$ cat src/pmsf_pkg.sv
// Shared types, constants and codes of the pulse and motion seizure flagger.
`timescale 1ns / 1ps

package pmsf_pkg;

    // Default ring depths.
    localparam int RATE_DEPTH_DEFAULT      = 4;
    localparam int MAGNITUDE_DEPTH_DEFAULT = 20;

    // Fixed widths of the arithmetic.
    localparam int TIME_W = 32;
    localparam int SQ_W   = 32;
    localparam int ROOT_W = 16;
    localparam int MAG_W  = 16;
    localparam int RATE_W = 8;

    // Largest values that enter the running sums.
    localparam int RATE_MAX = 255;
    localparam int MAG_MAX  = 56756;

    // Beats per minute from a millisecond interval: 60 s times 1000 ms.
    localparam int RATE_NUMERATOR = 60 * 1000;

    // Register reset values.
    localparam logic [17:0] IR_THRESHOLD_RESET = 18'd10000;
    localparam logic [7:0]  RATE_LOW_RESET     = 8'd50;
    localparam logic [7:0]  RATE_HIGH_RESET    = 8'd120;
    localparam logic [15:0] MOTION_RESET       = 16'd25000;
    localparam logic [15:0] SHAKE_RESET        = 16'd30000;

    localparam int CFG_INDEX_W = 3;
    localparam int CFG_DATA_W  = 18;

    typedef enum logic [CFG_INDEX_W-1:0] {
        CFG_IR_THRESHOLD = 3'd0,
        CFG_RATE_LOW     = 3'd1,
        CFG_RATE_HIGH    = 3'd2,
        CFG_MOTION       = 3'd3,
        CFG_SHAKE        = 3'd4
    } cfg_index_t;

    localparam logic [1:0] COND_NORMAL    = 2'd0;
    localparam logic [1:0] COND_FIT       = 2'd1;
    localparam logic [1:0] COND_SHAKING   = 2'd2;
    localparam logic [1:0] COND_NO_FINGER = 2'd3;

    typedef enum logic [1:0] {
        AXIS_X = 2'd0,
        AXIS_Y = 2'd1,
        AXIS_Z = 2'd2
    } axis_t;

    typedef struct packed {
        logic [17:0] ir_presence_threshold;
        logic [7:0]  rate_low_limit;
        logic [7:0]  rate_high_limit;
        logic [15:0] motion_threshold;
        logic [15:0] shake_threshold;
    } cfg_t;

    typedef struct packed {
        logic [17:0]        ir_level;
        logic               beat_seen;
        logic [31:0]        time_ms;
        logic signed [15:0] accel_x;
        logic signed [15:0] accel_y;
        logic signed [15:0] accel_z;
    } in_t;

    typedef struct packed {
        logic        finger_present;
        logic [7:0]  rate_average;
        logic [15:0] motion_magnitude;
        logic [15:0] motion_average;
        logic [1:0]  condition;
        logic        abnormal;
    } out_t;

    typedef struct packed {
        logic  load_in;
        logic  no_finger;
        logic  beat_upd;
        logic  sq_mul;
        axis_t sq_axis;
        logic  acc_load;
        logic  acc_add;
        logic  root_start;
        logic  rate_push;
        logic  ravg_take;
        logic  mag_push;
        logic  mavg_take;
        logic  out_load;
    } cmd_t;

    typedef struct packed {
        logic finger;
        logic beat;
        logic rate_ok;
        logic div_busy;
        logic root_busy;
        logic out_free;
    } status_t;

endpackage

$ cat src/pmsf_ram.sv
// Generic single-port-write, registered-read RAM.
`timescale 1ns / 1ps

module pmsf_ram #(
    parameter int WIDTH = 16,
    parameter int DEPTH = 20,
    parameter int AW    = (DEPTH > 1) ? $clog2(DEPTH) : 1
) (
    input  logic             clk,
    input  logic             we,
    input  logic [AW-1:0]    waddr,
    input  logic [WIDTH-1:0] wdata,
    input  logic [AW-1:0]    raddr,
    output logic [WIDTH-1:0] rdata
);

    logic [WIDTH-1:0] mem [DEPTH];

    always_ff @(posedge clk)
    begin
        if (we)
        begin
            mem[waddr] <= wdata;
        end
        rdata <= mem[raddr];
    end

endmodule

$ cat src/pmsf_div.sv
// Restoring divider, one quotient bit per cycle.
`timescale 1ns / 1ps

module pmsf_div #(
    parameter int DW = 21,
    parameter int VW = 32
) (
    input  logic          clk,
    input  logic          rst_n,
    input  logic          start,
    input  logic [DW-1:0] dividend,
    input  logic [VW-1:0] divisor,
    output logic          busy,
    output logic [DW-1:0] quotient
);

    localparam int CW = $clog2(DW + 1);

    logic [VW-1:0] rem_reg;
    logic [VW-1:0] dsr_reg;
    logic [DW-1:0] quo_reg;
    logic [CW-1:0] cnt_reg;
    logic [VW:0]   trial;
    logic          ge;

    assign trial    = {rem_reg, quo_reg[DW-1]};
    assign ge       = trial >= {1'b0, dsr_reg};
    assign busy     = cnt_reg != '0;
    assign quotient = quo_reg;

    always_ff @(posedge clk or negedge rst_n)
    begin
        if (!rst_n)
        begin
            rem_reg <= '0;
            dsr_reg <= '0;
            quo_reg <= '0;
            cnt_reg <= '0;
        end
        else if (start)
        begin
            rem_reg <= '0;
            dsr_reg <= divisor;
            quo_reg <= dividend;
            cnt_reg <= CW'(DW);
        end
        else if (busy)
        begin
            rem_reg <= ge ? VW'(trial - {1'b0, dsr_reg}) : trial[VW-1:0];
            quo_reg <= {quo_reg[DW-2:0], ge};
            cnt_reg <= cnt_reg - CW'(1);
        end
    end

endmodule

$ cat src/pmsf_sqrt.sv
// Floor square root, two radicand bits per cycle.
`timescale 1ns / 1ps

module pmsf_sqrt (
    input  logic                        clk,
    input  logic                        rst_n,
    input  logic                        start,
    input  logic [pmsf_pkg::SQ_W-1:0]   radicand,
    output logic                        busy,
    output logic [pmsf_pkg::ROOT_W-1:0] root
);

    localparam int RW = pmsf_pkg::ROOT_W;
    localparam int SW = pmsf_pkg::SQ_W;
    localparam int CW = $clog2(RW + 1);

    logic [SW-1:0]   rad_reg;
    logic [RW+1:0]   rem_reg;
    logic [RW-1:0]   root_reg;
    logic [CW-1:0]   cnt_reg;
    logic [RW+1:0]   rem_sh;
    logic [RW+1:0]   trial;
    logic            ge;

    // The partial remainder never exceeds twice the partial root, so its low
    // bits are all that survive the two-bit shift.
    assign rem_sh = {rem_reg[RW-1:0], rad_reg[SW-1 -: 2]};
    assign trial  = {root_reg, 2'b01};
    assign ge     = rem_sh >= trial;
    assign busy   = cnt_reg != '0;
    assign root   = root_reg;

    always_ff @(posedge clk or negedge rst_n)
    begin
        if (!rst_n)
        begin
            rad_reg  <= '0;
            rem_reg  <= '0;
            root_reg <= '0;
            cnt_reg  <= '0;
        end
        else if (start)
        begin
            rad_reg  <= radicand;
            rem_reg  <= '0;
            root_reg <= '0;
            cnt_reg  <= CW'(RW);
        end
        else if (busy)
        begin
            rad_reg  <= {rad_reg[SW-3:0], 2'b00};
            rem_reg  <= ge ? (rem_sh - trial) : rem_sh;
            root_reg <= {root_reg[RW-2:0], ge};
            cnt_reg  <= cnt_reg - CW'(1);
        end
    end

endmodule

$ cat src/pmsf_dp.sv
// Datapath: sample register, rate and magnitude rings, arithmetic units, result register.
`timescale 1ns / 1ps

module pmsf_dp #(
    parameter int RATE_DEPTH      = pmsf_pkg::RATE_DEPTH_DEFAULT,
    parameter int MAGNITUDE_DEPTH = pmsf_pkg::MAGNITUDE_DEPTH_DEFAULT
) (
    input  logic              clk,
    input  logic              rst_n,
    input  pmsf_pkg::cfg_t    cfg,
    input  pmsf_pkg::in_t     sample,
    input  pmsf_pkg::cmd_t    cmd,
    output pmsf_pkg::status_t status,
    input  logic              result_ready,
    output logic              result_valid,
    output pmsf_pkg::out_t    result
);

    localparam int RSLOT_W = (RATE_DEPTH > 1) ? $clog2(RATE_DEPTH) : 1;
    localparam int MSLOT_W = (MAGNITUDE_DEPTH > 1) ? $clog2(MAGNITUDE_DEPTH) : 1;
    localparam int RSUM_W  = $clog2(pmsf_pkg::RATE_MAX * RATE_DEPTH + 1);
    localparam int MSUM_W  = $clog2(pmsf_pkg::MAG_MAX * MAGNITUDE_DEPTH + 1);
    localparam int NUM_W   = $clog2(pmsf_pkg::RATE_NUMERATOR + 1);
    localparam int DIV_W   = NUM_W;
    localparam int TW      = pmsf_pkg::TIME_W;
    localparam int MW      = pmsf_pkg::MAG_W;
    localparam int RW      = pmsf_pkg::RATE_W;

    // Ring means by reciprocal multiplication. With the shift at the sum width plus the
    // bits of the depth, the rounded-up reciprocal gives the exact floor for every sum.
    localparam int     RSHIFT  = RSUM_W + $clog2(RATE_DEPTH);
    localparam int     MSHIFT  = MSUM_W + $clog2(MAGNITUDE_DEPTH);
    localparam int     RPROD_W = RSUM_W + RSHIFT + 1;
    localparam int     MPROD_W = MSUM_W + MSHIFT + 1;
    localparam longint RRECIP  = ((longint'(1) << RSHIFT) + longint'(RATE_DEPTH) - 1)
                               / longint'(RATE_DEPTH);
    localparam longint MRECIP  = ((longint'(1) << MSHIFT) + longint'(MAGNITUDE_DEPTH) - 1)
                               / longint'(MAGNITUDE_DEPTH);

    pmsf_pkg::in_t  sample_reg;
    pmsf_pkg::out_t result_reg;
    logic           result_valid_reg;

    logic [TW-1:0]      last_beat_reg;
    logic               rate_pend_reg;
    logic [31:0]        prod_reg;
    logic [31:0]        acc_reg;
    logic [RW-1:0]      rate_ring_reg [RATE_DEPTH];
    logic [RSLOT_W-1:0] rate_slot_reg;
    logic [RSUM_W-1:0]  rate_sum_reg;
    logic [RW-1:0]      held_avg_reg;
    logic [MSLOT_W-1:0] mag_slot_reg;
    logic               mag_full_reg;
    logic [MSUM_W-1:0]  mag_sum_reg;
    logic [MW-1:0]      mag_reg;
    logic [MW-1:0]      mavg_reg;

    logic [TW-1:0]      interval;
    logic [15:0]        axis_val;
    logic [15:0]        axis_abs;
    logic [31:0]        radicand;
    logic               root_busy;
    logic [MW-1:0]      root;
    logic               div_start;
    logic [DIV_W-1:0]   div_dividend;
    logic [TW-1:0]      div_divisor;
    logic               div_busy;
    logic [DIV_W-1:0]   div_quo;
    logic [RSUM_W-1:0]  rate_sum_next;
    logic [MW-1:0]      ram_rdata;
    logic [MW-1:0]      mag_old;
    logic [MSUM_W-1:0]  mag_sum_next;
    logic [RPROD_W-1:0] rate_prod;
    logic [MPROD_W-1:0] mag_prod;
    logic               finger;
    logic               rate_bad;
    logic               high_motion;
    logic               extreme;
    logic [1:0]         cond;

    assign interval = sample_reg.time_ms - last_beat_reg;
    assign finger   = sample_reg.ir_level >= cfg.ir_presence_threshold;

    always_comb
    begin
        case (cmd.sq_axis)
            pmsf_pkg::AXIS_X: axis_val = sample_reg.accel_x;
            pmsf_pkg::AXIS_Y: axis_val = sample_reg.accel_y;
            pmsf_pkg::AXIS_Z: axis_val = sample_reg.accel_z;
            default:          axis_val = '0;
        endcase
    end

    // Magnitude of a two's complement axis; the most negative value maps to 2^15.
    assign axis_abs = axis_val[15] ? (~axis_val + 16'd1) : axis_val;
    assign radicand = acc_reg + prod_reg;

    pmsf_sqrt u_sqrt (
        .clk      (clk),
        .rst_n    (rst_n),
        .start    (cmd.root_start),
        .radicand (radicand),
        .busy     (root_busy),
        .root     (root)
    );

    assign rate_sum_next = rate_sum_reg - RSUM_W'(rate_ring_reg[rate_slot_reg])
                         + RSUM_W'(div_quo[RW-1:0]);

    assign mag_old      = mag_full_reg ? ram_rdata : '0;
    assign mag_sum_next = mag_sum_reg - MSUM_W'(mag_old) + MSUM_W'(root);

    assign rate_prod = RPROD_W'(rate_sum_reg) * RPROD_W'(RRECIP);
    assign mag_prod  = MPROD_W'(mag_sum_reg) * MPROD_W'(MRECIP);

    // The divider only forms the beat rate from the interval.
    assign div_start    = cmd.beat_upd && interval != '0;
    assign div_dividend = DIV_W'(pmsf_pkg::RATE_NUMERATOR);
    assign div_divisor  = interval;

    pmsf_div #(
        .DW (DIV_W),
        .VW (TW)
    ) u_div (
        .clk      (clk),
        .rst_n    (rst_n),
        .start    (div_start),
        .dividend (div_dividend),
        .divisor  (div_divisor),
        .busy     (div_busy),
        .quotient (div_quo)
    );

    pmsf_ram #(
        .WIDTH (MW),
        .DEPTH (MAGNITUDE_DEPTH)
    ) u_mag_ram (
        .clk   (clk),
        .we    (cmd.mag_push),
        .waddr (mag_slot_reg),
        .wdata (root),
        .raddr (mag_slot_reg),
        .rdata (ram_rdata)
    );

    assign rate_bad    = held_avg_reg > cfg.rate_high_limit
                      || held_avg_reg < cfg.rate_low_limit;
    assign high_motion = mavg_reg > cfg.motion_threshold;
    assign extreme     = mag_reg > cfg.shake_threshold;

    always_comb
    begin
        if (rate_bad && high_motion)
        begin
            cond = pmsf_pkg::COND_FIT;
        end
        else if (high_motion && extreme)
        begin
            cond = pmsf_pkg::COND_SHAKING;
        end
        else
        begin
            cond = pmsf_pkg::COND_NORMAL;
        end
    end

    assign status.finger    = finger;
    assign status.beat      = sample_reg.beat_seen;
    assign status.rate_ok   = rate_pend_reg
                           && div_quo > DIV_W'(cfg.rate_low_limit)
                           && div_quo < DIV_W'(cfg.rate_high_limit);
    assign status.div_busy  = div_busy;
    assign status.root_busy = root_busy;
    assign status.out_free  = !result_valid_reg || result_ready;

    always_ff @(posedge clk or negedge rst_n)
    begin
        if (!rst_n)
        begin
            sample_reg       <= '0;
            last_beat_reg    <= '0;
            rate_pend_reg    <= 1'b0;
            prod_reg         <= '0;
            acc_reg          <= '0;
            for (int j = 0; j < RATE_DEPTH; j++)
            begin
                rate_ring_reg[j] <= '0;
            end
            rate_slot_reg    <= '0;
            rate_sum_reg     <= '0;
            held_avg_reg     <= '0;
            mag_slot_reg     <= '0;
            mag_full_reg     <= 1'b0;
            mag_sum_reg      <= '0;
            mag_reg          <= '0;
            mavg_reg         <= '0;
            result_reg       <= '0;
            result_valid_reg <= 1'b0;
        end
        else
        begin
            if (cmd.load_in)
            begin
                sample_reg    <= sample;
                rate_pend_reg <= 1'b0;
            end
            if (cmd.no_finger)
            begin
                held_avg_reg <= '0;
            end
            if (cmd.beat_upd)
            begin
                last_beat_reg <= sample_reg.time_ms;
                rate_pend_reg <= interval != '0;
            end
            if (cmd.sq_mul)
            begin
                prod_reg <= 32'(axis_abs) * 32'(axis_abs);
            end
            if (cmd.acc_load)
            begin
                acc_reg <= prod_reg;
            end
            else if (cmd.acc_add)
            begin
                acc_reg <= acc_reg + prod_reg;
            end
            if (cmd.rate_push)
            begin
                rate_ring_reg[rate_slot_reg] <= div_quo[RW-1:0];
                rate_sum_reg                 <= rate_sum_next;
                rate_slot_reg <= (rate_slot_reg == RSLOT_W'(RATE_DEPTH - 1))
                               ? '0 : rate_slot_reg + RSLOT_W'(1);
            end
            if (cmd.ravg_take)
            begin
                held_avg_reg <= rate_prod[RSHIFT +: RW];
            end
            if (cmd.mag_push)
            begin
                mag_reg     <= root;
                mag_sum_reg <= mag_sum_next;
                if (mag_slot_reg == MSLOT_W'(MAGNITUDE_DEPTH - 1))
                begin
                    mag_slot_reg <= '0;
                    mag_full_reg <= 1'b1;
                end
                else
                begin
                    mag_slot_reg <= mag_slot_reg + MSLOT_W'(1);
                end
            end
            if (cmd.mavg_take)
            begin
                mavg_reg <= mag_prod[MSHIFT +: MW];
            end
            if (cmd.out_load)
            begin
                result_valid_reg <= 1'b1;
                if (finger)
                begin
                    result_reg.finger_present   <= 1'b1;
                    result_reg.rate_average     <= held_avg_reg;
                    result_reg.motion_magnitude <= mag_reg;
                    result_reg.motion_average   <= mavg_reg;
                    result_reg.condition        <= cond;
                    result_reg.abnormal         <= cond != pmsf_pkg::COND_NORMAL;
                end
                else
                begin
                    result_reg.finger_present   <= 1'b0;
                    result_reg.rate_average     <= '0;
                    result_reg.motion_magnitude <= '0;
                    result_reg.motion_average   <= '0;
                    result_reg.condition        <= pmsf_pkg::COND_NO_FINGER;
                    result_reg.abnormal         <= 1'b0;
                end
            end
            else if (result_ready)
            begin
                result_valid_reg <= 1'b0;
            end
        end
    end

    assign result_valid = result_valid_reg;
    assign result       = result_reg;

endmodule

$ cat src/pmsf_ctrl.sv
// Controller: sequences one sample through the datapath.
`timescale 1ns / 1ps

module pmsf_ctrl (
    input  logic              clk,
    input  logic              rst_n,
    input  logic              sample_valid,
    output logic              sample_ready,
    input  pmsf_pkg::status_t status,
    output pmsf_pkg::cmd_t    cmd
);

    typedef enum logic [3:0] {
        S_IDLE,
        S_CHECK,
        S_SQY,
        S_SQZ,
        S_SQSUM,
        S_ROOT,
        S_RATE,
        S_RAVG,
        S_MAG,
        S_MDIV,
        S_FINISH
    } state_t;

    state_t state_reg;
    state_t state_next;

    assign sample_ready = state_reg == S_IDLE;

    always_comb
    begin
        state_next  = state_reg;
        cmd         = '0;
        cmd.sq_axis = pmsf_pkg::AXIS_X;
        case (state_reg)
            S_IDLE:
            begin
                if (sample_valid)
                begin
                    cmd.load_in = 1'b1;
                    state_next  = S_CHECK;
                end
            end
            S_CHECK:
            begin
                if (!status.finger)
                begin
                    cmd.no_finger = 1'b1;
                    state_next    = S_FINISH;
                end
                else
                begin
                    cmd.beat_upd = status.beat;
                    cmd.sq_mul   = 1'b1;
                    cmd.sq_axis  = pmsf_pkg::AXIS_X;
                    state_next   = S_SQY;
                end
            end
            S_SQY:
            begin
                cmd.sq_mul   = 1'b1;
                cmd.sq_axis  = pmsf_pkg::AXIS_Y;
                cmd.acc_load = 1'b1;
                state_next   = S_SQZ;
            end
            S_SQZ:
            begin
                cmd.sq_mul  = 1'b1;
                cmd.sq_axis = pmsf_pkg::AXIS_Z;
                cmd.acc_add = 1'b1;
                state_next  = S_SQSUM;
            end
            S_SQSUM:
            begin
                cmd.root_start = 1'b1;
                state_next     = S_ROOT;
            end
            S_ROOT:
            begin
                if (!status.root_busy && !status.div_busy)
                begin
                    state_next = S_RATE;
                end
            end
            S_RATE:
            begin
                if (status.rate_ok)
                begin
                    cmd.rate_push = 1'b1;
                    state_next    = S_RAVG;
                end
                else
                begin
                    state_next = S_MAG;
                end
            end
            S_RAVG:
            begin
                cmd.ravg_take = 1'b1;
                state_next    = S_MAG;
            end
            S_MAG:
            begin
                cmd.mag_push = 1'b1;
                state_next   = S_MDIV;
            end
            S_MDIV:
            begin
                cmd.mavg_take = 1'b1;
                state_next    = S_FINISH;
            end
            S_FINISH:
            begin
                if (status.out_free)
                begin
                    cmd.out_load = 1'b1;
                    state_next   = S_IDLE;
                end
            end
            default:
            begin
                state_next = S_IDLE;
            end
        endcase
    end

    always_ff @(posedge clk or negedge rst_n)
    begin
        if (!rst_n)
        begin
            state_reg <= S_IDLE;
        end
        else
        begin
            state_reg <= state_next;
        end
    end

endmodule

$ cat src/pulse_motion_seizure_flagger_top.sv
// Top level of the pulse and motion seizure flagger.
`timescale 1ns / 1ps

// Usage.
// The sample channel (sample_valid, sample_ready, sample) takes one sensor item:
// IR level, beat flag, millisecond time stamp and three accelerometer axes.
// The result channel (result_valid, result_ready, result) returns exactly one
// item per sample, in order. The configuration channel (cfg_valid, cfg_ready,
// cfg_index, cfg_data) writes the five threshold registers; it is always ready
// and is meant to be used only while the block is idle.
// An item with no finger goes from the presence check straight to the result, and the
// next item can be taken once that result is loaded. Otherwise the three axis squares are
// formed in turn, then a two-bit-per-cycle square root runs while, on a beat, a radix-2
// divider forms the beat rate. The ring means come from reciprocal multiplications. A
// beat that gives an accepted rate adds a step that takes the new rate mean.
// One item is worked on at a time; sample_ready rises again once the result is in
// the output register. The result register sits between the two sides, so the next
// sample is accepted while a result still waits; a stalled receiver only holds the
// block once a second result is ready to be loaded.
// Reset clears all registers, the rate ring and both sums, and loads the default
// thresholds. The magnitude ring is a RAM with no clearing pass: a fill flag
// makes entries read as zero until the ring has wrapped once.
module pulse_motion_seizure_flagger_top #(
    parameter int RATE_DEPTH      = pmsf_pkg::RATE_DEPTH_DEFAULT,
    parameter int MAGNITUDE_DEPTH = pmsf_pkg::MAGNITUDE_DEPTH_DEFAULT
) (
    input  logic                             clk,
    input  logic                             rst_n,
    input  logic                             sample_valid,
    output logic                             sample_ready,
    input  pmsf_pkg::in_t                    sample,
    output logic                             result_valid,
    input  logic                             result_ready,
    output pmsf_pkg::out_t                   result,
    input  logic                             cfg_valid,
    output logic                             cfg_ready,
    input  logic [pmsf_pkg::CFG_INDEX_W-1:0] cfg_index,
    input  logic [pmsf_pkg::CFG_DATA_W-1:0]  cfg_data
);

    pmsf_pkg::cfg_t    cfg_reg;
    pmsf_pkg::cmd_t    cmd;
    pmsf_pkg::status_t status;

    // Configuration writes are always taken; indexes past the list are dropped.
    assign cfg_ready = 1'b1;

    always_ff @(posedge clk or negedge rst_n)
    begin
        if (!rst_n)
        begin
            cfg_reg.ir_presence_threshold <= pmsf_pkg::IR_THRESHOLD_RESET;
            cfg_reg.rate_low_limit        <= pmsf_pkg::RATE_LOW_RESET;
            cfg_reg.rate_high_limit       <= pmsf_pkg::RATE_HIGH_RESET;
            cfg_reg.motion_threshold      <= pmsf_pkg::MOTION_RESET;
            cfg_reg.shake_threshold       <= pmsf_pkg::SHAKE_RESET;
        end
        else if (cfg_valid)
        begin
            case (cfg_index)
                pmsf_pkg::CFG_IR_THRESHOLD: cfg_reg.ir_presence_threshold <= cfg_data;
                pmsf_pkg::CFG_RATE_LOW:     cfg_reg.rate_low_limit   <= cfg_data[7:0];
                pmsf_pkg::CFG_RATE_HIGH:    cfg_reg.rate_high_limit  <= cfg_data[7:0];
                pmsf_pkg::CFG_MOTION:       cfg_reg.motion_threshold <= cfg_data[15:0];
                pmsf_pkg::CFG_SHAKE:        cfg_reg.shake_threshold  <= cfg_data[15:0];
                default:
                begin
                end
            endcase
        end
    end

    // The controller owns the sequence; the datapath owns every value.
    pmsf_ctrl u_ctrl (
        .clk          (clk),
        .rst_n        (rst_n),
        .sample_valid (sample_valid),
        .sample_ready (sample_ready),
        .status       (status),
        .cmd          (cmd)
    );

    pmsf_dp #(
        .RATE_DEPTH      (RATE_DEPTH),
        .MAGNITUDE_DEPTH (MAGNITUDE_DEPTH)
    ) u_dp (
        .clk          (clk),
        .rst_n        (rst_n),
        .cfg          (cfg_reg),
        .sample       (sample),
        .cmd          (cmd),
        .status       (status),
        .result_ready (result_ready),
        .result_valid (result_valid),
        .result       (result)
    );

`ifndef SYNTHESIS
    // Once an item is taken, the block is busy with it in the cycle after.
    a_busy_after_accept: assert property (@(posedge clk) disable iff (!rst_n)
        (sample_valid && sample_ready) |=> !sample_ready)
        else $error("sample_ready stayed high after an item was accepted");

    a_abnormal_matches: assert property (@(posedge clk) disable iff (!rst_n)
        result_valid |-> (result.abnormal == (result.condition == pmsf_pkg::COND_FIT
                                           || result.condition == pmsf_pkg::COND_SHAKING)))
        else $error("abnormal flag disagrees with condition");

    a_no_finger_result: assert property (@(posedge clk) disable iff (!rst_n)
        (result_valid && !result.finger_present)
            |-> (result.condition == pmsf_pkg::COND_NO_FINGER
                 && result.rate_average == '0 && result.motion_average == '0))
        else $error("no-finger result carries data");

    a_finger_condition: assert property (@(posedge clk) disable iff (!rst_n)
        (result_valid && result.finger_present)
            |-> (result.condition != pmsf_pkg::COND_NO_FINGER))
        else $error("finger present but condition says no finger");
`endif

endmodule

$ cat config.mk
export PLATFORM = sky130hd
export DESIGN_NAME = pulse_motion_seizure_flagger_top
export DESIGN_NICKNAME = d
export VERILOG_FILES = /design/src/pmsf_pkg.sv /design/src/pmsf_ram.sv /design/src/pmsf_div.sv /design/src/pmsf_sqrt.sv /design/src/pmsf_dp.sv /design/src/pmsf_ctrl.sv /design/src/pulse_motion_seizure_flagger_top.sv
export SDC_FILE = /design/constraint.sdc
export NUM_CORES = 2
export LEC_CHECK = 0
export BUFFER_PORTS_ARGS = -buffer_cell sky130_fd_sc_hd__buf_2
export CAP_MARGIN = 20
export CORE_MARGIN = 5
export CORE_UTILIZATION = 43
export CTS_CLUSTER_SIZE = 14
export DETAILED_ROUTE_END_ITERATION = 10
export HOLD_SLACK_MARGIN = 0.15
export PLACE_DENSITY = 0.62
export SLEW_MARGIN = 20
export SYNTH_ARGS = -nofsm -noshare
export SYNTH_HDL_FRONTEND = slang
export SYNTH_SLANG_ARGS = --single-unit
$ cat constraint.sdc
create_clock -name clk -period 10.8 [get_ports clk]
set_clock_uncertainty 0.1 [all_clocks]
set_input_delay 2.16 -clock clk [delete_from_list [all_inputs] [get_ports clk]]
set_output_delay 2.16 -clock clk [all_outputs]
set_load 0.005 [all_outputs]
==> key figures <==
Outcome
  • Status: completed

Detailed routing
  • DR pass1 iterations: 5
  • Vias per cell: between 5 and 6
  • DRC errors left: 0
  • Initial DRC count: just under 3000
  • Vias: 40900
  • Final wirelength: ~150000 um
  • Routed Antenna Nets: 0
  • DR WL/cell: 19.2 um

Die
  • Die ar.: ~150000 um^2
  • Row count: 137
  • Floorplan core area: roughly 140000 um^2
  • Die width: 384 um
  • Die Ht: about 380 um
  • Top-level port count: around 170
  • Initial Utilization: 43.2%

GRT
  • Global-route usage over all layers: around 20%
  • Pin count of the biggest net entering global routing: around 80
  • Grt total ovfl: 0
  • Initial antenna violation count: 7
  • Number of global-route vias before repair: slightly above 40000
  • First-pass GRT wire length: 235000 um

Timing
  • Worst slew pin tran: 1.06 ns
  • Sum Neg Setup Slack: 0 ns
  • RSZ-0062 raised after global routing: no
  • Final Critical Period: around 10 ns
  • Fmax: between 90 and 100 MHz
  • Final period util: around 94%
  • Final slew viol count: 0
  • Slew margin rel.: between 20% and 30%
  • Final setup fails: 0
  • Fin. Hold Viols: 0

Synth
  • Post-Syn Area: ~60000 um^2
  • Register area share after synthesis: 40.5%
  • Syn Area/Cell: 10.7 um^2
  • Synth cell types: 86
  • #FFs+latches synth: roughly 910
  • Post-synthesis cell count: roughly 5600
  • Post-synth EDFFs: between 300 and 400
  • Ys async rst share: 63.1%
  • Yosys warns: 0
  • Synth Flop Type: dfrtp_1

Placed design
  • Dpl cells: between 7000 and 8000
  • Final Wtd Congestion: just over 0.9
  • I/O Buffers: 170
  • Hpwl dp: between 100000 and 150000 um

CTS
  • Sink Count: 911
  • Skew-Pair Late Insertion Delay: 0.73 ns
  • Num CTS Buffers: 97
  • CTS H-tree lvls: 3
  • Clock slew at reported path FFs: 0.07 ns
  • CTS tree: built
  • Setup repair bufs after CTS: 0
  • Clk root buf: clkbuf_16
  • Clk buf depth: 3

Finish
  • Finished Layout Cells: 7701
  • Layout overhead on the synthesized area: 10.8%
  • Final nets: slightly below 7000
  • Fraction of layout cells with a size suffix above 1: between 10% and 20%
  • Filler cell count: 12800
  • Commonest cells after routing, fill and taps aside: inv_1, nand2_1, dfrtp_1
  • Max reg flops: 320
  • Area occupied by multi-input gates: roughly 32000 um^2
  • Commonest non-fill, non-tap cell in the layout: inv_1
  • FF/Latch Area: 24400 um^2

Setup path
  • Crit path top cell by count: inv_1
  • Flop2flop setup slack: roughly 0.66 ns
  • Startpoint Class: flop
  • CP required: 11.29 ns
  • Crit path max fanout: 19
  • Setup CP Type: flop to flop
  • Arr. time, crit path: 10.63 ns
  • CP Capture Type: flop
  • CP max-delay cell: or4b_2
  • Max stage delay on crit path: approximately 0.69 ns
  • RR Endpoint: u_dp.prod_reg[28]
  • Worst Reg2Reg Path Length in Cells: 34
  • R2R Path Start: u_ctrl.state_reg[2]

Hold path
  • Hold Crit Depth: 2
  • Hold path startpoint: u_dp.result[1]
  • Hold crit path type: flop to flop
  • Hold path endpoint: u_dp.result[1]

Job
  • Max Cap Viol: 0
synth_stat cells (all sizes together), types with 7 or more instances:
cell	count	share of area [%]
xnor2	116	1.7
nand3	50	0.42
a21oi	259	2.2
mux4	104	3.9
edfxtp	320	16
or4	8	0.11
dfxtp	16	0.53
a211o	11	0.16
a31oi	38	0.40
xor2	61	0.89
o31a	7	0.10
a22oi	8	0.10
buf	29	0.24
dfstp	25	1.1
nand2	595	3.7
and2	39	0.41
mux2i	53	0.88
a22o	10	0.15
o21bai	18	0.22
inv	780	4.9
dfrtp	550	23
a211oi	59	0.76
nor2b	43	0.45
o211ai	24	0.30
nand3b	13	0.16
ha	531	11
nand2b	45	0.47
nor4	15	0.18
o21a	31	0.39
nand4	35	0.36
or3	18	0.19
a21o	89	1.1
nor3	72	0.60
clkbuf	169	1.1
and3	24	0.25
nor2	307	1.9
fa	338	11
or2	9	0.094
o31ai	16	0.20
o21ai	344	2.9
mux2	198	3.7
nor4b	10	0.16
final cells by class:
cell class | count | area share, %
multi-input cells | 3705 | 48.3
flip-flops and latches | 911 | 36.6
diodes | 3 | 0.0113
well taps | 1876 | 3.53
clock inverters | 42 | 0.782
repair buffers | 240 | 2.12
inverters | 784 | 4.42
clock buffers | 140 | 4.19
through the flow:
stage | hold WS [ns] | cell area [um^2] | util [%] | worst slack (ns)
6_report | 0.365 | 66500 | 47.8 | 0.661
3_3_place_gp | 0.346 | 63200 | 45.4 | 1.04
3_5_place_dp | 0.360 | 63200 | 45.4 | 0.669
4_1_cts | 0.372 | 66500 | 47.8 | 0.629
5_1_grt | 0.400 | 66500 | 47.8 | 0.118
2_1_floorplan | 0.346 | 60100 | - | 1.52
timing repair:
item | in CTS | in global routing
resized for setup | 0 | 1
endpoints found under the setup margin | 0 | 1
hold buffers | 0 | 0
metal layers:
layer / vias up / global-route usage, % / wire [um] / part of all wire (%)
met3: 181 / 3.26 / 7830 / 5.3
met1: 20400 / 29.4 / 69000 / 47
met5: - / 0 / 17 / 0.012
li1: 19400 / - / - / -
met2: 933 / 31.8 / 67400 / 46
met4: 2 / 4.75 / 3410 / 2.3
worst max path at each step:
stage / slack [ns] / to / cells after the start / startpoint
after global routing: 0.12 / u_dp.prod_reg[28] / 34 / u_ctrl.state_reg[2]
final: 0.66 / u_dp.prod_reg[28] / 34 / u_ctrl.state_reg[2]
after CTS: 0.63 / u_dp.prod_reg[28] / 34 / u_ctrl.state_reg[2]
after floorplan: 1.52 / u_dp.prod_reg[28] / 34 / u_ctrl.state_reg[2]
after detailed placement: 0.67 / u_dp.prod_reg[28] / 34 / u_ctrl.state_reg[2]
after global placement: 1.04 / u_dp.prod_reg[28] / 34 / u_ctrl.state_reg[2]
cells by family (layout without fill, tap and decap cells):
kind of cell	after synthesis	in the layout	synth area share, %
muxes	355	355	8.50
adders and majority gates	869	869	22.3
DFF	911	911	40.5
xor gates and xnor gates	177	177	2.58
AOI/OAI and AO/OA	983	983	9.97
and+or+nand+nor	1309	1309	9.87
other	2	15	0.0125
buffers and inverters	982	1206	6.20
critical path, delay by kind of cell, from the launching register on:
family,cells,cell delay [ns]
compound gates,6,1.21
xor+xnor,2,0.67
fa+ha+maj,8,3.57
buf+inv,8,0.89
flops,1,0.60
mux,2,0.54
simple gates,8,2.40
Power is not shown: default switching activity piles up to over one toggle a cycle in this logic, so the estimate is an artifact.
